File: config.mk
export PLATFORM = sky130hd
export DESIGN_NAME = wh_sqrt
export DESIGN_NICKNAME = d
export VERILOG_FILES = /design/src/sv/wh_pkg.sv /design/src/sv/wh_sqrt.sv
export SDC_FILE = /design/constraint.sdc
export NUM_CORES = 1
export LEC_CHECK = 0
export BUFFER_PORTS_ARGS = -buffer_cell sky130_fd_sc_hd__buf_4
export CELL_PAD_IN_SITES_DETAIL_PLACEMENT = 0
export CELL_PAD_IN_SITES_GLOBAL_PLACEMENT = 1
export CORE_UTILIZATION = 49
export CTS_CLUSTER_SIZE = 12
export DETAILED_ROUTE_END_ITERATION = 10
export PLACE_DENSITY = 0.88
export SETUP_SLACK_MARGIN = 0.2
export SLEW_MARGIN = 20
export SYNTH_ARGS = -nofsm -noshare
export SYNTH_HDL_FRONTEND = slang
export SYNTH_SLANG_ARGS = --single-unit
File: constraint.sdc
create_clock -name clock -period 3.9 [get_ports clock]
set_input_delay 0.78 -clock clock [delete_from_list [all_inputs] [get_ports clock]]
set_output_delay 0.78 -clock clock [all_outputs]
set_load 0.02 [all_outputs]
File: src/sv/wh_pkg.sv
package wh_pkg;

   localparam int BIN_COUNT  = 1024;
   localparam int BIN_AW     = $clog2(BIN_COUNT);
   localparam int BIN_W      = 10;
   localparam int WEIGHT_W   = 16;
   localparam int CONTENT_W  = 40;
   localparam int ERROR_W    = 32;
   localparam int RADICAND_W = 2 * ERROR_W;

   localparam logic signed [CONTENT_W-1:0] CONTENT_MAX = {1'b0, {(CONTENT_W-1){1'b1}}};
   localparam logic signed [CONTENT_W-1:0] CONTENT_MIN = {1'b1, {(CONTENT_W-1){1'b0}}};

   typedef enum logic [1:0] {
      FUNC_FILL  = 2'd0,
      FUNC_QUICK = 2'd1,
      FUNC_READ  = 2'd2,
      FUNC_CLEAR = 2'd3
   } func_type;

   typedef enum logic [2:0] {
      ST_CLEAR,
      ST_IDLE,
      ST_READ,
      ST_SQUARE,
      ST_ROOT,
      ST_DONE
   } state_type;

   function automatic logic [BIN_AW-1:0] to_addr(input logic [BIN_W-1:0] b);
      logic [BIN_AW+BIN_W-1:0] wide;
      wide = {{BIN_AW{1'b0}}, b};
      return wide[BIN_AW-1:0];
   endfunction

   function automatic logic in_range(input logic [BIN_W-1:0] b);
      return (32'(b) < BIN_COUNT);
   endfunction

endpackage

File: src/sv/wh_sqrt.sv
module wh_sqrt
   import wh_pkg::*;
(
   input  logic                  clock,
   input  logic                  reset,
   input  logic                  start,
   input  logic [RADICAND_W-1:0] radicand,
   output logic                  done,
   output logic [ERROR_W-1:0]    root
);

   localparam int REM_W = ERROR_W + 1;
   localparam int CNT_W = $clog2(ERROR_W);

   logic                  busy_ff, busy_in;
   logic                  done_ff, done_in;
   logic [CNT_W-1:0]      cnt_ff, cnt_in;
   logic [RADICAND_W-1:0] val_ff, val_in;
   logic [REM_W-1:0]      rem_ff, rem_in;
   logic [ERROR_W-1:0]    root_ff, root_in;

   logic [REM_W+1:0] rem_sh;
   logic [REM_W+1:0] trial;
   logic [REM_W+1:0] diff;

   always_comb begin
      rem_sh  = {rem_ff, val_ff[RADICAND_W-1 -: 2]};
      trial   = {1'b0, root_ff, 2'b01};
      diff    = rem_sh - trial;
      busy_in = busy_ff;
      done_in = 1'b0;
      cnt_in  = cnt_ff;
      val_in  = val_ff;
      rem_in  = rem_ff;
      root_in = root_ff;
      if (start) begin
         busy_in = 1'b1;
         cnt_in  = '0;
         val_in  = radicand;
         rem_in  = '0;
         root_in = '0;
      end else if (busy_ff) begin
         val_in = {val_ff[RADICAND_W-3:0], 2'b00};
         cnt_in = cnt_ff + 1'b1;
         if (rem_sh >= trial) begin
            rem_in  = diff[REM_W-1:0];
            root_in = {root_ff[ERROR_W-2:0], 1'b1};
         end else begin
            rem_in  = rem_sh[REM_W-1:0];
            root_in = {root_ff[ERROR_W-2:0], 1'b0};
         end
         if (cnt_ff == CNT_W'(ERROR_W - 1)) begin
            busy_in = 1'b0;
            done_in = 1'b1;
         end
      end
   end

   always_ff @(posedge clock) begin
      if (reset) begin
         busy_ff <= 1'b0;
         done_ff <= 1'b0;
      end else begin
         busy_ff <= busy_in;
         done_ff <= done_in;
      end
      cnt_ff  <= cnt_in;
      val_ff  <= val_in;
      rem_ff  <= rem_in;
      root_ff <= root_in;
   end

   assign done = done_ff;
   assign root = root_ff;

endmodule

Word level (Yosys, flattened, before mapping) --
Index checks and enable logic that the tools add are counted.
Storage, ports and cells: output and inout bits 33, latch bits 0, input bits 67, memory bits (read-only) 0, memories kept 0, register bits 136, RAM bits 0, word-level logic and storage cells 21
Operators by class: div/mod/pow operators 0, $lt $le $gt $ge 1, $mul 0, reduce and logical (&&, ||, !) cells 2, bitwise gates (word level) 1, add/sub/neg operators 2, mux-type cells 8, shift-type cells 0, equal/unequal tests 1
Operators by type and width (count):
- $mux W64 | 2
- $ge A35 B34 Y1 | 1
- $mux W33 | 1
- $sub A33 B33 Y33 | 1
- $add A5 B1 Y5 const B | 1
- $eq A5 B5 Y1 const B | 1
- $mux W1 | 5
- $reduce_or A3 Y1 | 1
- $reduce_bool A2 Y1 | 1
- $not A1 Y1 | 1

Logic depth before layout (Yosys ltp) --
Gate-level depths: netlist (run 1).
depth after elaboration 4, depth in mapped cells 13

Worst setup path after synthesis (run 1) --
Ideal clock, no wire load.
kind input port to flip-flop, start in start, end reg val_ff[0], enable pin, buffers on the path 1, required time 3.482 ns, setup slack 1.096 ns, setup time 0.418 ns, arrival 2.386 ns, cell stages on the path 3, path through clkbuf_1 nor2_1 inv_1
On the way: cells in the longest elaborated chain, start to end 1
Ends and longest elaborated chain:
- start: declaration | line wh_sqrt.sv:6 | input logic start,
- $reduce_bool A2 Y1 (no line)
- end signal: assignment | line wh_sqrt.sv:68 | val_ff <= val_in;
- end: declaration | line wh_sqrt.sv:18 | logic [RADICAND_W-1:0] val_ff, val_in;
Every way passes these cells. A chain may end at the register's enable or synchronous reset.

Final worst setup path (run 1) --
start reg root_ff[22] (netlist: root[22]), end reg rem_ff[32]
On the way: cells in the longest elaborated chain, start to end 2, elaborated cells on any way between the ends 3
Ends and longest elaborated chain:
- start: declaration | line wh_sqrt.sv:20 | logic [ERROR_W-1:0] root_ff, root_in;
- start signal: assignment | line wh_sqrt.sv:70 | root_ff <= root_in;
- $sub A33 B33 Y33 / $ge A35 B34 Y1 (equally long branches) | line wh_sqrt.sv:29, wh_sqrt.sv:45
- $mux W33 * | line wh_sqrt.sv:45 | if (rem_sh >= trial) begin
- end signal: assignment | line wh_sqrt.sv:69 | rem_ff <= rem_in;
- end: declaration | line wh_sqrt.sv:19 | logic [REM_W-1:0] rem_ff, rem_in;
Every way passes the cells marked *; elsewhere a longest branch is shown, timed or not.

==> flow_summary_export.csv, run 1 <==
group,metric,value,unit
clocking,clk_latency,420,ps
sta,max_freq,308,MHz
routing,drc,0,
yosys,ys_warn_count,0,
global_route,grt_pass1_wl,30400,µm
finish,antenna_cells,0,
yosys,synth_seq_cells,136,
place,port-buffer-count,99,
finish,syn_to_final_growth,18.7,%
routing,vias_per_cell,5.73,
worst_setup_path,cp-start-kind,"register",
yosys,synth_ff_type,"dfxtp_1",
routing,post_drt_wl_per_cell,16.9,µm
die,core-area,0.0158,mm²
power_and_ir_drop,peakVddDrop,0.415,mV
yosys,seq_area_frac_synth,42.7,%
power_and_ir_drop,leakage,3.71,nW
finish,fin_nets,983,
place,gp_congestion,0.973,
clocking,cts_root_buf,"clkbuf_16",
routing,routed_wl,18700,µm
clocking,cts_setup_buffers,0,
clocking,cts_made_buffers,17,
global_route,antenna_found_initial,0,
worst_setup_path,crit_type,"reg2reg",
clocking,cts.htree.levels,4,
yosys,synth_common_cells,"92 x nor2_1, 72 x dfxtp_1, 64 x edfxtp_1",
yosys,synth_nets,908,
die,ioPinCount,100,
power_and_ir_drop,cellPowerDensity,565,mW/mm²
die,die-height,129,µm
yosys,synth-compound-area-share,16.7,%
yosys,synth_mux_area_share,13.4,%
routing,vias,6355,
worst_setup_path,worst-path-max-fanout,23,
finish,fillers,1395,
sta,worst_pin_slew,966,ps
worst_setup_path,worstPathArrival,3570,ps
yosys,synth_top_cell_by_area,"edfxtp_1",
clocking,clock-sinks,136,
finish,multi_input_area,0.00412,mm²
yosys,synthSimpleGateAreaFrac,13.6,%
sta,whs,479,ps
clocking,path_clk_slew,70,ps
yosys,netlist_area,0.00788,mm²
sta,min_period,3250,ps
yosys,synth_most_common_cell,"nor2_1",
clocking,cts_hold_buf,0,
yosys,async_flop_share,0,%
yosys,synth_cell_types,68,
outcome,status,"completed",
sta,post-route-period-util,83.3,%
place,dp_hpwl,12900,µm
worst_setup_path,critPathRequiredTime,4220,ps
sta,hold_viol_final,0,
yosys,synth_top_cells_by_area,"edfxtp_1 24%, dfxtp_1 18%, mux2_2 9.0%",
die,dieArea,0.0166,mm²
global_route,grtUsageTotal,23.3,%
clocking,clk_path_buf_depth,2,
routing,drtAntennaViolNets,0,
die,fp-row-count,46,
finish,layout-drive-gt1-share,24.5,%
yosys,synth_adder_area_share,5.71,%
routing,first_iter_violations,436,
global_route,grt_overflow,0,
yosys,avgSynthCellArea,9.79,µm²
sta,finalClockSkew,8.56,ps
sta,finalSetupViolCount,0,
yosys,synth_top_family_by_area,"compound AO/OA/AOI/OAI gates",
clocking,cts_tree,"done",
flow_run,drv_cap,0,
finish,regArea,0.00337,mm²
die,die_w,129,µm
hold_path,hold_depth,2,
sta,slew_violations,0,
sta,fin_tns_setup,0,ps
sta,maxSlewHeadroom,35.6,%
yosys,synth-xor-area-share,2.89,%
global_route,grt_max_degree,136,
yosys,synth_edf_count,64,
yosys,synth_cells,805,
clocking,ctsResizeCount,0,
hold_path,hp-class,"reg2reg",
worst_setup_path,end_kind,"register",
routing,firstDrtPassIters,8,
global_route,grt_pass1_vias,6227,
die,initial_core_util,50.0,%
sta,rsz0062_at_grt,"no",
yosys,synth.top_cell.area_share,24.4,%
worst_setup_path,reg2reg_depth,8,
[cell usage in the layout (no fill, tap or decap), types with 32 or more instances in the layout]
cell        n
dfxtp_1    71
buf_4     106
nor2_1     92
a21oi_1    32
edfxtp_1   64
nand3_1    42
ha_1       36
nand2_1    34
inv_1      44
mux2_2     63
mux2i_1    35
[layer usage]
metal / routed length, µm / GRT usage [%] / vias up / share of wire (%)
met5: 0 / 0 / - / 0
met4: 415 / 9.13 / 0 / 2.2
met3: 1110 / 5.82 / 39 / 5.9
met2: 8590 / 37.0 / 190 / 46
met1: 8580 / 30.5 / 3009 / 46
li1: - / - / 3117 / -
[worst max-delay path, cell delays in order (launching register included)]
cell and delay (ps):
dfxtp_1 390, inv_1 60, ha_1 410, nand3_1 260, nor3_1 450, nand4_1 290, o21a_1 610, a211o_1 400
a311oi_1 270
[cell type report]
class	count	share of cell area, %
multi-input combinational	573	44.1
sequential	136	36.0
tap	216	2.89
timing repair buffer	107	8.72
inverter	45	1.80
clock inverter	14	1.98
clock buffer	18	4.59
[through the flow]
step / utilization, % / power [mW] / instances / instance area (µm²) / worst slack, ps
floorplan: - / 3.17 / 805 / 7880 / 1100
global placement: 55.5 / 3.59 / 1077 / 8740 / 767
detailed placement: 55.5 / 3.61 / 1077 / 8740 / 647
CTS: 59.3 / 5.30 / 1109 / 9360 / 624
global route: 59.3 / 5.57 / 1109 / 9360 / 452
finish: 59.3 / 5.29 / 1109 / 9360 / 653
[power breakdown]
group / leakage (nW) / internal, mW / switching, mW
registers: 1.23 / 1.64 / 0.0863
clock network: 0.293 / 0.974 / 0.697
logic: 2.19 / 0.768 / 1.12
total: 3.71 / 3.38 / 1.91
[registers in the layout (all words and copies together), names as in the netlist]
| register | flops |
|---|---|
| rem_ff | 33 |
| busy_ff | 1 |
| cnt_ff | 5 |
| root | 32 |
| val_ff | 64 |
| done | 1 |
[worst paths after layout]
path / start / end / slack, ps
worst max-delay path: root[22] / rem_ff[32] / 650
worst min-delay path: rem_ff[31] / rem_ff[31] / 480
worst max register to register: root[22] / rem_ff[32] / 650
worst min register to register: rem_ff[31] / rem_ff[31] / 480
[logic make-up (layout without fill, tap and decap cells)]
group                      count (synthesis)  after routing
adders and majority gates                 36             36
xor gates and xnor gates                  26             26
DFF                                      136            136
and+or+nand+nor                          230            230
buffers and inverters                     96            184
muxes                                     98             98
AOI/OAI and AO/OA                        183            183
(Power assumes the default switching activity.)
==> inputs of run 2 (changes only) <==
- CORE_UTILIZATION: 49 -> 46
- PLACE_DENSITY: 0.88 -> 0.83
- clock period: 3.9 -> 3 ns (I/O delays scaled with it)
==> flow_summary_export.csv, run 2 (same netlist as run 1, synthesis figures left out) <==
group,metric,value,unit
sta,post-route-period-util,89.1,%
die,die-height,133,µm
sta,worst_pin_slew,647,ps
global_route,grt_max_degree,136,
power_and_ir_drop,fin_total_pwr,7.46,mW
worst_setup_path,end_kind,"register",
finish,syn_to_final_growth,27.3,%
sta,maxSlewHeadroom,56.9,%
finish,fin_nets,1019,
sta,finalWorstSetupSlack,328,ps
place,dp_hpwl,13800,µm
worst_setup_path,crit_type,"reg2reg",
global_route,grt_overflow,0,
sta,rsz0062_at_grt,"yes",
worst_setup_path,r2r-end,"rem_ff[25]",
clocking,cts_root_buf,"clkbuf_16",
routing,routed_wl,20100,µm
worst_setup_path,reg2reg_depth,11,
worst_setup_path,worst-path-max-fanout,13,
finish,largest_reg_flops,64,
finish,regArea,0.00338,mm²
sta,slew_violations,0,
routing,drtAntennaViolNets,0,
clocking,path_clk_slew,70,ps
worst_setup_path,cp_num_buf_inv,2,
die,initial_core_util,47.4,%
die,ioPinCount,100,
clocking,cts.htree.levels,4,
power_and_ir_drop,peakVddDrop,0.496,mV
worst_setup_path,critPathLaunch,"root[14]",
worst_setup_path,slowest_stage,"dfxtp_2",
place,placedInstanceArea,0.00897,mm²
sta,max_freq,374,MHz
hold_path,hold_depth,2,
worst_setup_path,cp-start-kind,"register",
finish,antenna_cells,0,
routing,firstDrtPassIters,5,
finish,fin_cells,1149,
place,dp_cells,1104,
global_route,grt_pass1_vias,6449,
sta,finalSetupViolCount,0,
worst_setup_path,critPathRequiredTime,3270,ps
worst_setup_path,worst-r2r-setup-slack,330,ps
routing,post_drt_wl_per_cell,17.5,µm
hold_path,hp-start,"reset",
routing,vias,6458,
finish,largest-register,"val_ff",
die,die_w,133,µm
clocking,cts_tree,"done",
global_route,grt_pass1_wl,32500,µm
die,fp-row-count,47,
place,post-place-ws,-33.0,ps
worst_setup_path,r2r-start,"root[14]",
worst_setup_path,max_stage_delay,350,ps
die,dieArea,0.0177,mm²
hold_path,hold_path_end,"busy_ff",
routing,vias_per_cell,5.62,
power_and_ir_drop,cellPowerDensity,743,mW/mm²
finish,multi_input_area,0.00442,mm²
worst_setup_path,worstPathArrival,2940,ps
finish,final_area,0.0100,mm²
clocking,cts_made_buffers,17,
global_route,grtUsageTotal,23.0,%
finish,layout_common_cells,"135 x buf_4, 89 x nor2_1, 64 x edfxtp_1, 63 x mux2_2, 62 x dfxtp_1",
die,core-area,0.0166,mm²
hold_path,hp-class,"in2reg",
routing,drc,0,
routing,first_iter_violations,417,
place,gp_congestion,0.867,
worst_setup_path,cp_cell_sequence,"inv_1, ha_1, a211oi_2, o21bai_1, o31ai_2, o21ba_2, a21oi_4, o21a_4, buf_12, o211ai_1, a311oi_1",
sta,min_period,2670,ps
finish,final_common_cell,"buf_4",
worst_setup_path,path_delay_family,"compound AO/OA/AOI/OAI gates",
clocking,clk_path_buf_depth,2,
power_and_ir_drop,leakage,3.96,nW
global_route,antenna_found_initial,0,
sta,whs,326,ps
clocking,clk_latency,430,ps
sta,finalClockSkew,9.03,ps
flow_run,drv_cap,0,
sta,hold_viol_final,0,
outcome,status,"completed",
finish,layout-drive-gt1-share,32.8,%
place,port-buffer-count,99,
finish,fillers,1426,
clocking,clock-sinks,136,
-- run 2: layer usage --
metal	up-vias	part of all wire [%]	track usage, %
met1	3085	46	30.1
li1	3203	-	-
met2	149	47	36.9
met4	0	1.3	7.73
met3	21	5.8	5.98
met5	-	0	0
-- run 2: through the flow --
stage | setup TNS [ps] | util [%]
after global routing | 0 | 60.3
after CTS | 0 | 58.3
after floorplan | 0 | -
after global placement | 0 | 53.9
after detailed placement | -33.0 | 53.9
final | 0 | 60.3
-- run 2: timing repair --
| item | in CTS | in global routing |
|---|---|---|
| buffers inserted | 2 | 11 |
| pin swaps | 7 | 15 |
| setup endpoints to repair | 31 | 33 |
| gates resized for setup | 18 | 52 |
| hold buffers | 0 | 0 |
-- run 2: worst max path at each step --
| stage | to | slack [ps] | cells past startpoint |
|---|---|---|---|
| floorplan | rem_ff[14] | 260 | 11 |
| global placement | rem_ff[23] | 20 | 11 |
| detailed placement | rem_ff[23] | -30 | 11 |
| CTS | rem_ff[25] | 210 | 11 |
| global route | rem_ff[25] | 150 | 11 |
| finish | rem_ff[25] | 330 | 11 |
-- run 2: power by group --
part | switching [mW] | total (mW) | internal, mW | leakage, nW
logic | 1.61 | 2.97 | 1.36 | 2.42
registers | 0.111 | 2.24 | 2.13 | 1.24
clock network | 0.959 | 2.24 | 1.28 | 0.305
total | 2.68 | 7.46 | 4.78 | 3.96
-- run 2: cell type report --
class | count | share of cell area (%)
repair buffers | 143 | 11.6
inverters | 45 | 1.68
clock buffers | 17 | 4.24
well taps | 220 | 2.74
multi-input cells | 573 | 44.1
clock inverters | 15 | 2.04
flip-flops and latches | 136 | 33.7
==> inputs of run 3 (changes only) <==
- CORE_ASPECT_RATIO: default -> 1.2
- CORE_UTILIZATION: 46 -> 40
- PLACE_DENSITY: 0.83 -> 0.74
==> flow_summary_export.csv, run 3 (same netlist as run 1, synthesis figures left out) <==
group,metric,value,unit
outcome,status,"completed",
flow_run,drv_cap,0,
sta,slew_violations,0,
place,dp_cells,1149,
die,initial_core_util,41.4,%
clocking,cts.htree.levels,4,
worst_setup_path,critPathLaunch,"rem_ff[12]",
routing,first_iter_violations,407,
die,ioPinCount,100,
finish,largest-register,"val_ff",
sta,whs,337,ps
worst_setup_path,r2r-start,"rem_ff[12]",
sta,rsz0062_at_grt,"yes",
global_route,grt_overflow,0,
worst_setup_path,crit_type,"reg2reg",
place,port-buffer-count,99,
power_and_ir_drop,fin_total_pwr,7.35,mW
global_route,grt_max_degree,136,
global_route,grt_pass1_vias,6329,
finish,fin_cells,1189,
finish,fin_util,53.1,%
global_route,grt_pass1_wl,31800,µm
worst_setup_path,cp-start-kind,"register",
die,die-height,156,µm
finish,layout-drive-gt1-share,33.4,%
place,post-place-ws,193,ps
sta,post-route-period-util,89.5,%
finish,layout_common_cells,"137 x buf_4, 89 x nor2_1, 64 x edfxtp_1, 63 x mux2_2, 62 x dfxtp_1",
clocking,cts_root_buf,"clkbuf_16",
finish,final_common_cell,"buf_4",
finish,syn_to_final_growth,28.3,%
sta,maxSlewHeadroom,53.9,%
global_route,antenna_found_initial,0,
routing,vias,6438,
clocking,cts_made_buffers,17,
global_route,grtUsageTotal,20.0,%
sta,fin_tns_setup,0,ps
power_and_ir_drop,leakage,3.98,nW
clocking,clk_latency,420,ps
finish,largest_reg_flops,64,
routing,drtAntennaViolNets,0,
routing,firstDrtPassIters,5,
power_and_ir_drop,cellPowerDensity,727,mW/mm²
clocking,cts_tree,"done",
clocking,cts_hold_buf,0,
sta,max_freq,373,MHz
worst_setup_path,critPathRequiredTime,3330,ps
routing,routed_wl,20100,µm
die,fp-row-count,55,
hold_path,hp-start,"reset",
routing,drc,0,
finish,fin_nets,1023,
place,gp_congestion,0.849,
sta,hold_viol_final,0,
sta,finalSetupViolCount,0,
die,die_w,130,µm
finish,antenna_cells,0,
sta,finalClockSkew,11.1,ps
finish,final_area,0.0101,mm²
routing,post_drt_wl_per_cell,16.9,µm
die,core-area,0.0191,mm²
worst_setup_path,worst-r2r-setup-slack,320,ps
sta,worst_pin_slew,691,ps
clocking,clock-sinks,136,
clocking,path_clk_slew,70,ps
place,placedInstanceArea,0.00908,mm²
worst_setup_path,end_kind,"register",
finish,fillers,1740,
worst_setup_path,worstPathArrival,3010,ps
routing,vias_per_cell,5.41,
sta,min_period,2680,ps
clocking,clk_path_buf_depth,2,
worst_setup_path,worst-path-max-fanout,8,
power_and_ir_drop,peakVddDrop,0.511,mV
sta,finalWorstSetupSlack,316,ps
die,dieArea,0.0203,mm²
place,dp_hpwl,13900,µm
hold_path,hp-class,"in2reg",
==> run 3: power breakdown <==
group / internal (mW) / leakage (nW) / total [mW] / switching, mW
Sequential: 2.13 / 1.24 / 2.25 / 0.118
Combinational: 1.33 / 2.45 / 2.95 / 1.62
Clock: 1.20 / 0.295 / 2.15 / 0.955
==> run 3: cell type report <==
cell class	instances	area [µm²]	area share [%]
clock buffer	17	425	4.21
clock inverter	15	179	1.77
inverter	45	169	1.67
multi-input combinational	573	4460	44.1
sequential	136	3380	33.4
tap	256	320	3.17
timing repair buffer	147	1180	11.7
==> run 3: repair_timing <==
| item | 4_1_cts | 5_1_grt |
|---|---|---|
| gates resized for setup | 4 | 71 |
| pin swaps | 0 | 14 |
| setup endpoints to repair | 7 | 33 |
| gates cloned | 0 | 2 |
| setup buffers | 0 | 6 |
==> run 3: worst paths after layout <==
kind / end / cells after the start
worst max-delay path: rem_ff[6] / 10
worst min-delay path: busy_ff / 2
worst max register to register: rem_ff[6] / 10
worst min register to register: rem_ff[31] / 2
==> run 3: routing by layer <==
metal / vias to the layer above / track usage [%] / share of wire [%] / wire [µm]
li1: 3201 / - / - / -
met1: 3045 / 24.8 / 44 / 8840
met2: 169 / 33.3 / 49 / 9790
met3: 23 / 5.21 / 5.6 / 1130
met4: 0 / 6.81 / 1.5 / 303
met5: - / 0 / 0 / 0
==> run 3: worst max-delay path, cell delays in order, from the launching register on <==
cell and delay [ps]:
dfxtp_1 450, ha_4 270, a21oi_2 240, o21a_1 230, o2111ai_4 180, a21oi_4 240
a21oi_4 100, o21ai_4 300, buf_4 240, nand3_1 90, a311oi_1 240
